$ cat config.mk
export PLATFORM = sky130hd
export DESIGN_NAME = afsk_dds_tone_generator
export DESIGN_NICKNAME = d
export VERILOG_FILES = /design/src/hdl/afsk_pkg.sv /design/src/hdl/afsk_dds_tone_generator.sv /design/src/hdl/afsk_phase_acc.sv /design/src/hdl/afsk_sine_out.sv
export SDC_FILE = /design/constraint.sdc
export NUM_CORES = 1
export LEC_CHECK = 0
export BUFFER_PORTS_ARGS = -buffer_cell sky130_fd_sc_hd__buf_2
export CAP_MARGIN = 0
export CORE_UTILIZATION = 57
export CTS_BUF_LIST = sky130_fd_sc_hd__clkbuf_8
export DETAILED_ROUTE_END_ITERATION = 8
export PLACE_DENSITY = 0.87
export SETUP_SLACK_MARGIN = 0.5
export SYNTH_ARGS = -nofsm -noshare
export SYNTH_HDL_FRONTEND = slang
export SYNTH_SLANG_ARGS = --single-unit
export TNS_END_PERCENT = 20
$ cat constraint.sdc
create_clock -name clk -period 6.3 [get_ports clk]
set_input_delay 0.945 -clock clk [delete_from_list [all_inputs] [get_ports clk]]
set_output_delay 0.945 -clock clk [all_outputs]
set_load 0.005 [all_outputs]
$ cat src/hdl/afsk_pkg.sv
`timescale 1ns / 1ps
// Shared constants, types and the sine lookup for the AFSK tone generator.
// Used by every module of the block; depends on nothing else.
package afsk_pkg;

  localparam int LUT_DEPTH   = 256;
  localparam int PHASE_STEPS = 10000;

  localparam int INC_W      = 16;
  localparam int LEVEL_W    = 8;
  localparam int POS_OUT_W  = 8;
  localparam int CFG_IDX_W  = 1;

  // The table size is a power of two, so the position wraps by truncation.
  localparam int POS_W    = $clog2(LUT_DEPTH);
  localparam int SUM_MAX  = (PHASE_STEPS - 1) + (2 ** INC_W - 1);
  localparam int SUM_W    = $clog2(SUM_MAX + 1);
  localparam int RES_W    = $clog2(PHASE_STEPS);
  localparam int QUOT_MAX = SUM_MAX / PHASE_STEPS;
  localparam int WHOLE_W  = $clog2(QUOT_MAX + 1);

  localparam int QUARTER_LEN = LUT_DEPTH / 4 + 1;
  localparam int AMP_W       = LEVEL_W - 1;
  localparam int QIDX_W      = POS_W - 1;

  localparam logic [INC_W-1:0]   MARK_INC_RST  = INC_W'(3146);
  localparam logic [INC_W-1:0]   SPACE_INC_RST = INC_W'(5767);
  localparam logic [LEVEL_W-1:0] MID_LEVEL     = LEVEL_W'(128);

  typedef enum logic [CFG_IDX_W-1:0] {
    REG_MARK_INC  = 1'b0,
    REG_SPACE_INC = 1'b1
  } cfg_reg_t;

  // Handshake and payload from the phase stage to the lookup stage.
  typedef struct packed {
    logic             valid;
    logic [POS_W-1:0] position;
  } s1_t;

  // First quarter of the offset sine amplitude, including the peak entry.
  localparam logic [AMP_W-1:0] AMP_TABLE [0:QUARTER_LEN-1] = '{
    7'd0,   7'd3,   7'd6,   7'd9,   7'd13,  7'd16,  7'd19,  7'd22,  7'd25,  7'd28,
    7'd31,  7'd34,  7'd37,  7'd40,  7'd43,  7'd46,  7'd49,  7'd52,  7'd54,  7'd57,
    7'd60,  7'd63,  7'd65,  7'd68,  7'd71,  7'd73,  7'd76,  7'd78,  7'd80,  7'd83,
    7'd85,  7'd87,  7'd90,  7'd92,  7'd94,  7'd96,  7'd98,  7'd100, 7'd102, 7'd104,
    7'd105, 7'd107, 7'd109, 7'd110, 7'd112, 7'd113, 7'd115, 7'd116, 7'd117, 7'd118,
    7'd119, 7'd121, 7'd121, 7'd122, 7'd123, 7'd124, 7'd125, 7'd125, 7'd126, 7'd126,
    7'd126, 7'd127, 7'd127, 7'd127, 7'd127
  };

  // Full-period sine sample, built from the quarter table by symmetry.
  function automatic logic [LEVEL_W-1:0] sine_rom(input logic [POS_W-1:0] pos);
    logic [QIDX_W-1:0] k;
    logic [QIDX_W-1:0] kf;
    logic [AMP_W-1:0]  amp;
    k  = pos[QIDX_W-1:0];
    // Past the peak the second quarter mirrors the first.
    kf = (k > QIDX_W'(LUT_DEPTH / 4)) ? QIDX_W'(-k) : k;
    amp = AMP_TABLE[kf];
    if (pos[POS_W-1]) begin
      return MID_LEVEL - {1'b0, amp};
    end else begin
      return MID_LEVEL + {1'b0, amp};
    end
  endfunction

endpackage

$ cat src/hdl/afsk_dds_tone_generator.sv
`timescale 1ns / 1ps
// AFSK tone generator by direct digital synthesis, top level.
// Depends on afsk_pkg, afsk_phase_acc and afsk_sine_out.
//
// Each transfer on the input channel is one sample tick carrying the tone
// bit (1 mark, 0 space). The matching increment is added to a shared phase
// residual, whole steps advance the table position, and one result carries
// the sine sample at the new position together with that position.
// The cfg port writes the mark increment (index 0) or the space increment
// (index 1); writes to other indexes are ignored. Write it only while idle.
// Throughput is one tick per cycle while in_stall is low: the residual add,
// the small quotient compare and the position update are all in the phase stage.
// A tick's new position is registered in the phase stage; the sine lookup
// then fills the output register from that position.
// Reset clears the residual and position to zero, restores the default
// increments and empties both stages. When the receiver stalls, the result
// holds; a tick is still taken into the phase stage if that stage is empty,
// and once both stages are full in_stall stays high until the output is taken.
module afsk_dds_tone_generator (
  input  logic                           clk,
  input  logic                           rst_n,
  input  logic                           cfg_wr_en,
  input  logic [afsk_pkg::CFG_IDX_W-1:0] cfg_index,
  input  logic [afsk_pkg::INC_W-1:0]     cfg_wdata,
  input  logic                           in_valid,
  output logic                           in_stall,
  input  logic                           in_tone_bit,
  output logic                           out_valid,
  input  logic                           out_stall,
  output logic [afsk_pkg::LEVEL_W-1:0]   out_sample_level,
  output logic [afsk_pkg::POS_OUT_W-1:0] out_table_position
);
  import afsk_pkg::*;

  s1_t  s1;
  logic s2_ready;

  afsk_phase_acc u_phase (
    .clk        (clk),
    .rst_n      (rst_n),
    .cfg_wr_en  (cfg_wr_en),
    .cfg_index  (cfg_index),
    .cfg_wdata  (cfg_wdata),
    .in_valid   (in_valid),
    .in_stall   (in_stall),
    .in_tone_bit(in_tone_bit),
    .s2_ready   (s2_ready),
    .s1         (s1)
  );

  afsk_sine_out u_sine (
    .clk               (clk),
    .rst_n             (rst_n),
    .s1                (s1),
    .s2_ready          (s2_ready),
    .out_valid         (out_valid),
    .out_stall         (out_stall),
    .out_sample_level  (out_sample_level),
    .out_table_position(out_table_position)
  );

`ifndef NO_ASSERTIONS
  // The input side only stalls when both stages are full and the output waits.
  a_stall_only_when_full: assert property (@(posedge clk) disable iff (!rst_n)
    in_stall |-> (out_valid && out_stall))
    else $error("input stalled while the pipeline had room");

  // The level shown always belongs to the position shown.
  a_level_matches_position: assert property (@(posedge clk) disable iff (!rst_n)
    out_valid |-> (out_sample_level == sine_rom(POS_W'(out_table_position))))
    else $error("sample level does not match table position");

  // A result appears only after the phase stage held a tick.
  a_result_has_source: assert property (@(posedge clk) disable iff (!rst_n)
    $rose(out_valid) |-> $past(s1.valid))
    else $error("result appeared without a tick in the phase stage");
`endif

endmodule

$ cat src/hdl/afsk_phase_acc.sv
`timescale 1ns / 1ps
// Phase stage: increment registers, fractional residual and table position.
// Depends on afsk_pkg.
module afsk_phase_acc (
  input  logic                           clk,
  input  logic                           rst_n,
  input  logic                           cfg_wr_en,
  input  logic [afsk_pkg::CFG_IDX_W-1:0] cfg_index,
  input  logic [afsk_pkg::INC_W-1:0]     cfg_wdata,
  input  logic                           in_valid,
  output logic                           in_stall,
  input  logic                           in_tone_bit,
  input  logic                           s2_ready,
  output afsk_pkg::s1_t                  s1
);
  import afsk_pkg::*;

  logic [INC_W-1:0]   mark_inc_r;
  logic [INC_W-1:0]   space_inc_r;
  logic [RES_W-1:0]   residual_r;
  logic [RES_W-1:0]   residual_nxt;
  logic [POS_W-1:0]   position_r;
  logic [POS_W-1:0]   position_nxt;
  logic               valid_r;
  logic               load;
  logic               accept;
  logic [INC_W-1:0]   step;
  logic [SUM_W-1:0]   sum;
  logic [SUM_W-1:0]   rem;
  logic [WHOLE_W-1:0] whole;

  assign load     = !valid_r || s2_ready;
  assign in_stall = !load;
  assign accept   = in_valid && load;

  assign step = in_tone_bit ? mark_inc_r : space_inc_r;
  assign sum  = SUM_W'(residual_r) + SUM_W'(step);

  // The quotient is small, so each candidate multiple is compared in parallel.
  always_comb begin
    whole = '0;
    rem   = sum;
    for (int k = 1; k <= QUOT_MAX; k++) begin
      if (sum >= SUM_W'(k * PHASE_STEPS)) begin
        whole = WHOLE_W'(k);
        rem   = sum - SUM_W'(k * PHASE_STEPS);
      end
    end
    residual_nxt = RES_W'(rem);
    position_nxt = position_r + POS_W'(whole);
  end

  always_ff @(posedge clk) begin
    if (!rst_n) begin
      mark_inc_r  <= MARK_INC_RST;
      space_inc_r <= SPACE_INC_RST;
    end else if (cfg_wr_en) begin
      case (cfg_reg_t'(cfg_index))
        REG_MARK_INC:  mark_inc_r  <= cfg_wdata;
        REG_SPACE_INC: space_inc_r <= cfg_wdata;
        default: ;
      endcase
    end
  end

  always_ff @(posedge clk) begin
    if (!rst_n) begin
      residual_r <= '0;
      position_r <= '0;
      valid_r    <= 1'b0;
    end else begin
      if (load) begin
        valid_r <= in_valid;
      end
      if (accept) begin
        residual_r <= residual_nxt;
        position_r <= position_nxt;
      end
    end
  end

  // The position only moves on a transfer in, so it holds while stage two waits.
  assign s1.valid    = valid_r;
  assign s1.position = position_r;

endmodule

$ cat src/hdl/afsk_sine_out.sv
`timescale 1ns / 1ps
// Lookup stage: sine table read into the result register.
// Depends on afsk_pkg.
module afsk_sine_out (
  input  logic                           clk,
  input  logic                           rst_n,
  input  afsk_pkg::s1_t                  s1,
  output logic                           s2_ready,
  output logic                           out_valid,
  input  logic                           out_stall,
  output logic [afsk_pkg::LEVEL_W-1:0]   out_sample_level,
  output logic [afsk_pkg::POS_OUT_W-1:0] out_table_position
);
  import afsk_pkg::*;

  logic                 valid_r;
  logic [LEVEL_W-1:0]   level_r;
  logic [POS_OUT_W-1:0] pos_r;

  assign s2_ready = !valid_r || !out_stall;

  always_ff @(posedge clk) begin
    if (!rst_n) begin
      valid_r <= 1'b0;
    end else if (s2_ready) begin
      valid_r <= s1.valid;
    end
  end

  always_ff @(posedge clk) begin
    if (s2_ready && s1.valid) begin
      level_r <= sine_rom(s1.position);
      pos_r   <= POS_OUT_W'(s1.position);
    end
  end

  assign out_valid          = valid_r;
  assign out_sample_level   = level_r;
  assign out_table_position = pos_r;

endmodule
==> metrics.cfg, run 1 <==
[setup_path]
cp-start-kind=input port
timing.rr.start=u_phase.space_inc_r[0]$_SDFFE_PN1P_
r2r_setup_slack_ps=1310
required_ps=6560
worst-endpoint-arrival_ps=5820
worst-setup-path-type=input port to flop
crit_fanout=14
endpoint_kind=flop
rr_worst_depth=20
worstReg2RegEnd=u_phase.position_r[6]$_SDFFE_PN0P_

[clock_tree]
clk_pin_slew_worst_paths_ps=80
clk_latency_ps=360
cts_tree=done
cts_sinks=72
cts-htree-levels=3
cts_buffer_depth=2
cts_root_buf=clkbuf_8
cts_hold_buf=0
cts_buffers=9

[yosys]
synthFlopType=dfxtp_1
ys_ff_latch=72
async_reset_ff_share_pct=0
netlist_instances=869
synth_area_leader_cell=dfxtp_1
synth_edf_count=16
synth_top_cell_area_share_pct=15.9
synth_fp_nets=929
seq_area_frac_synth_pct=22.7
syn_area_mm2=0.00707
netlist_top_cells_area=dfxtp_1 (16%), nand2_1 (7.7%), edfxtp_1 (6.8%), ha_1 (6.2%), xnor2_1 (4.7%)
yosysWarningCount=0
syn_area_per_cell_um2=8.13
ys_types=114

[timing]
setup_violations=0
skew_ps=13.5
setup_tns_ps=0
relSlewSlack_pct=22.3
rsz0062_at_grt=no
timing.final.ws_setup_ps=731
hold_violations=0
fmax_mhz=180
timing.final.crit_share_pct=88.4
min_period_ps=5570
maxSlewViolCount=0
worst_slew_pin_slew_ps=1160

[run]
cap_violations=0

[global_route]
grt_use_total_pct=31.2
use_met1_pct=42.4
busiest_layer=met2
overflow=0
grt_max_degree=59
antenna_found_initial=0
gr-usage-met2_pct=49.0
grt_first_pass_wirelength_mm=32.0
use_met3_pct=4.66
grt_pass1_vias=6338

[hold_path]
hold_depth=2
min_to=u_phase.mark_inc_r[5]$_SDFFE_PN0P_
hold_class=flop to flop
hp-start=u_phase.mark_inc_r[5]$_SDFFE_PN0P_

[die]
die_w_um=113
start_util_pct=58.6
die-height_um=113
coreArea_mm2=0.0121
pin_count=41
rows=40
die_area_mm2=0.0128

[detailed_routing]
drt_pass1_iterations=5
routed_via_density=6.43
wl_per_cell_um=18.2
drt_iter0_markers=895
route.detailed.drc=0
final_antenna_net_count=0
wl_mm=19.5
vias=6904

[layout]
fin_nets=960
fillers=1003
area_growth_syn_to_layout_pct=7.70
drive_above_1_share_pct=19.8
n_antenna_cell=0

[outcome]
status=finished clean

[power_and_ir_drop]
p_leak_nw=2.98
ir_drop_mv=0.282
p_per_area_mw_per_mm2=449

[placement]
gp_congestion=0.991
dp_hpwl_mm=14.5
post-place-ws_ps=173
portBuffers=40

worst max-delay path by stage:
stage / start / to / cells past startpoint
after floorplan: in_tone_bit / u_phase.position_r[6]$_SDFFE_PN0P_ / 25
after global placement: in_tone_bit / u_phase.position_r[6]$_SDFFE_PN0P_ / 23
after detailed placement: in_tone_bit / u_phase.position_r[6]$_SDFFE_PN0P_ / 23
after CTS: in_tone_bit / u_phase.position_r[6]$_SDFFE_PN0P_ / 23
after global routing: in_tone_bit / u_phase.position_r[6]$_SDFFE_PN0P_ / 23
final: in_tone_bit / u_phase.position_r[6]$_SDFFE_PN0P_ / 22
power breakdown:
group / internal [mW] / switching [mW] / leakage (nW) / total, mW
registers: 0.534 / 0.0579 / 0.609 / 0.592
clock network: 0.139 / 0.183 / 0.0896 / 0.322
logic: 0.966 / 1.54 / 2.28 / 2.51
total: 1.64 / 1.78 / 2.98 / 3.42
routing by layer:
metal	wire [µm]	part of all wire [%]
met5	0	0
met2	8730	45
met1	8610	44
met3	1560	8.0
met4	641	3.3
final cells by class:
| type | count | area (µm²) | share of cell area, % |
|---|---|---|---|
| inverter | 21 | 83.8 | 1.10 |
| multi-input combinational | 718 | 5070 | 66.6 |
| tap | 168 | 210 | 2.76 |
| sequential | 72 | 1600 | 21.0 |
| clock buffer | 9 | 124 | 1.63 |
| clock inverter | 7 | 38.8 | 0.510 |
| timing repair buffer | 78 | 485 | 6.38 |
Yosys cell counts, types with 6 or more instances:
library cell / instances
nand2_1: 145
buf_6: 6
inv_1: 18
xnor2_1: 38
o21ai_1: 18
and3_1: 11
nor4_1: 6
ha_1: 35
a21boi_0: 27
buf_2: 18
a21o_1: 7
o211ai_1: 13
buf_4: 8
nor3_1: 19
edfxtp_1: 16
nand4_1: 6
dfxtp_1: 56
nand2b_1: 6
mux2i_1: 10
mux2_2: 16
nand3_1: 43
clkbuf_1: 21
a211oi_1: 12
a31oi_1: 6
o21ai_0: 26
xor2_1: 8
nor2_1: 60
a21oi_1: 55
and2_1: 12
flip-flops by register name (all words and copies together) (netlist names):
name	flops
u_phase.valid_r	1
u_phase.space_inc_r	16
u_phase.residual_r	14
u_sine.out_sample_level	8
u_sine.out_table_position	8
u_phase.position_r	8
u_phase.mark_inc_r	16
u_sine.out_valid	1
repair_timing:
item                       in CTS  in global routing
setup endpoints to repair       0                  7
buffers inserted                0                  4
resized for setup               0                  5
cells by family after synthesis:
| logic type | Yosys count | synth area share (%) |
|---|---|---|
| flops | 72 | 22.7 |
| fa+ha+maj | 37 | 6.76 |
| simple gates | 340 | 23.1 |
| compound gates | 261 | 29.5 |
| mux | 30 | 4.98 |
| buf+inv | 79 | 6.09 |
| xor+xnor | 50 | 6.94 |
through the flow:
| step | util, % | cell area [µm²] | instances | hold WS (ps) | power, mW |
|---|---|---|---|---|---|
| 2_1_floorplan | - | 7070 | 869 | 424 | 2.41 |
| 3_3_place_gp | 61.2 | 7390 | 1053 | 448 | 2.95 |
| 3_5_place_dp | 61.2 | 7390 | 1053 | 452 | 2.98 |
| 4_1_cts | 62.6 | 7550 | 1069 | 469 | 3.30 |
| 5_1_grt | 63.1 | 7610 | 1073 | 477 | 3.65 |
| 6_report | 63.1 | 7610 | 1073 | 469 | 3.42 |
layout by cell type (no fill, tap or decap), types with 12 or more instances in the layout:
cell type and count:
dfxtp_1 56, a21oi_1 55, a211oi_1 12, inv_1 19, nor2_1 59, and2_1 12
o211ai_1 13, xnor2_1 38, o21ai_1 18, o21ai_0 26, nand3_1 43, buf_4 38
buf_2 40, edfxtp_1 16, a21boi_0 26, nor3_1 19, mux2_2 16, nand2_1 145
ha_1 35
critical path, stage by stage:
cell and delay (ps):
buf_2 170, buf_4 220, mux2_2 360, ha_1 350, buf_4 200, a21oi_1 250
o21ai_0 180, a311o_1 380, nand2_1 440, o22ai_1 210, o211ai_2 220, and2_1 190
o21ai_0 130, a22oi_2 270, nand2b_1 100, ha_1 210, fa_1 410, a21oi_1 150
nor2_1 80, nand3_1 110, xnor2_1 70, and2_1 160
Note: power is estimated with default switching activity, not from simulation.
==> inputs of run 2 (changes only) <==
Settings changed: ABC_AREA set to 1.
==> run 2 against run 1 <==
First-iteration DRC count shrank 32%. Clock-buffer cell count unchanged. Wire length fell by 5.2%. Maximum frequency increased by 5.1%. Register-to-register slack improved by 410 ps. Power is 14% lower. Cell area down 5.0%. Clock skew fell by 1.6 ps. Combinational power decreased by 22%. Clock power is 31% higher. Critical endpoint unchanged. Largest power group unchanged.
==> metrics.cfg, run 2 <==
[yosys]
synthFlopType=dfxtp_1
syn_area_mm2=0.00674
netlist_top_cells_area=nand2_1 (19%), dfxtp_1 (17%), edfxtp_1 (7.1%), nor2_1 (6.8%), inv_1 (6.6%)
seq_area_frac_synth_pct=23.8
synth_top_cell_area_share_pct=19.2
yosysWarningCount=0
netlist_instances=1114
async_reset_ff_share_pct=0
ys_types=47
synth_commonest_cells=nand2_1 (344), nor2_1 (123), inv_1 (119), nand3_1 (88), o21ai_0 (73)
syn_area_per_cell_um2=6.05
synth_fp_nets=1174
ys_ff_latch=72
synthMostInstantiatedCell=nand2_1
synth_area_leader_cell=nand2_1
synth_edf_count=16

[setup_path]
worst-endpoint-arrival_ps=5540
worst-setup-path-type=input port to flop
required_ps=6540
crit_fanout=20
endpoint_kind=flop
cp-start-kind=input port

[placement]
portBuffers=40
gp_congestion=1.01
post-place-ws_ps=532
dp_cells=1273
dp_hpwl_mm=14.1

[power_and_ir_drop]
ir_drop_mv=0.197
p_leak_nw=3.73
p_per_area_mw_per_mm2=408

[timing]
timing.final.crit_share_pct=84.1
setup_violations=0
fmax_mhz=189
min_period_ps=5300
skew_ps=11.9
rsz0062_at_grt=no
maxSlewViolCount=0
worst_slew_pin_slew_ps=1010
relSlewSlack_pct=32.4
hold_violations=0
timing.final.ws_setup_ps=1000
setup_tns_ps=0

[global_route]
overflow=0
use_met3_pct=6.78
busiest_layer=met2
use_met1_pct=39.7
grt_first_pass_wirelength_mm=31.2
grt_pass1_vias=6677
grt_max_degree=51
antenna_found_initial=0
gr-usage-met2_pct=49.4
grt_use_total_pct=30.6

[hold_path]
hold_class=flop to flop

[layout]
area.sequential_mm2=0.00160
final_cell_mix=nand2_1 (343), nor2_1 (123), inv_1 (119), nand3_1 (88), o21ai_0 (73)
fin_cells=1289
final_common_cell=nand2_1
fillers=1062
drive_above_1_share_pct=11.5
reg_top3=u_phase.mark_inc_r (16), u_phase.space_inc_r (16), u_phase.residual_r (14)
area_growth_syn_to_layout_pct=7.26
fin_nets=1201
multiInputGateArea_mm2=0.00444
n_antenna_cell=0

[detailed_routing]
vias=7252
routed_via_density=5.63
drt_iter0_markers=609
drt_pass1_iterations=6
wl_per_cell_um=14.4
final_antenna_net_count=0
route.detailed.drc=0
wl_mm=18.5

[clock_tree]
cts_tree=done
clk_latency_ps=370
cts_buffers=9
cts-htree-levels=3
cts_root_buf=clkbuf_8
cts_buffer_depth=2
cts_setup_buffers=0
cts_hold_buf=0
clk_pin_slew_worst_paths_ps=80
cts_sinks=72

[die]
rows=39
coreArea_mm2=0.0115
pin_count=41
die-height_um=111
start_util_pct=58.8
die_w_um=111
die_area_mm2=0.0123

[outcome]
status=finished clean

[run]
cap_violations=0

[run 2: area by class of cell]
type	instances	area share, %
multi-input cells	875	61.5
flip-flops and latches	72	22.1
inverters	132	6.89
repair buffers	51	3.91
well taps	143	2.47
clock buffers	9	1.71
clock inverters	7	1.42
[run 2: logic make-up (layout without fill, tap and decap cells)]
kind of cell,count (synthesis),in the layout,synth area share (%)
AND/OR/NAND/NOR,631,631,40.4
flip-flops,72,72,23.8
adder cells (fa/ha/maj),37,37,7.09
buffers and inverters,167,199,10.4
XOR/XNOR,32,32,4.38
AO/OA/AOI/OAI,175,175,14.0
[run 2: critical path, stage by stage]
cell	delay, ps
buf_2	310
inv_1	310
nand2_1	120
nand2_1	90
fa_1	500
nand3_1	160
nand2_1	120
nand2_1	160
nand2_2	130
inv_1	220
ha_1	190
inv_1	80
nor2_1	120
nand3_1	100
nor2_1	100
nand4_1	190
nand3_4	220
nand2_1	70
a21oi_1	150
o21ai_0	110
nand2_1	120
ha_1	200
fa_1	220
nand2_1	70
a21oi_1	230
nand2_1	100
nor3_1	140
nor3_1	70
[run 2: timing repair]
action                                  in CTS  in global routing
hold endpoints to repair                     0                  0
gates resized for setup                      0                  1
endpoints found under the setup margin       0                  2
[run 2: power breakdown]
group | internal, mW | switching, mW
logic | 0.631 | 1.32
clock network | 0.228 | 0.195
registers | 0.529 | 0.0420
total | 1.39 | 1.56
[run 2: final timing paths]
path	from	end	slack [ps]	cells after the start
setup / recovery	in_tone_bit	u_phase.position_r[6]$_SDFFE_PN0P_	1000	28
hold / removal	u_phase.mark_inc_r[10]$_SDFFE_PN1P_	u_phase.mark_inc_r[10]$_SDFFE_PN1P_	460	2
hold reg to reg	u_phase.mark_inc_r[10]$_SDFFE_PN1P_	u_phase.mark_inc_r[10]$_SDFFE_PN1P_	460	2
setup reg to reg	u_phase.mark_inc_r[0]$_SDFFE_PN0P_	u_phase.position_r[6]$_SDFFE_PN0P_	1720	27
[run 2: routing by layer]
layer  vias up  routed length, µm
li1       3649                  -
met1      3209               8250
met2       333               8080
met3        61               1510
met4         0                687
met5         -                  0
[run 2: metrics by stage]
| step | hold slack, ps | total power [mW] | cell area, µm² | util, % |
|---|---|---|---|---|
| 6_report | 464 | 2.95 | 7230 | 63.1 |
| 4_1_cts | 464 | 2.89 | 7230 | 63.0 |
| 5_1_grt | 504 | 3.19 | 7230 | 63.1 |
| 3_3_place_gp | 439 | 2.45 | 7000 | 61.1 |
| 3_5_place_dp | 442 | 2.46 | 7000 | 61.1 |
| 2_1_floorplan | 429 | 2.05 | 6740 | - |
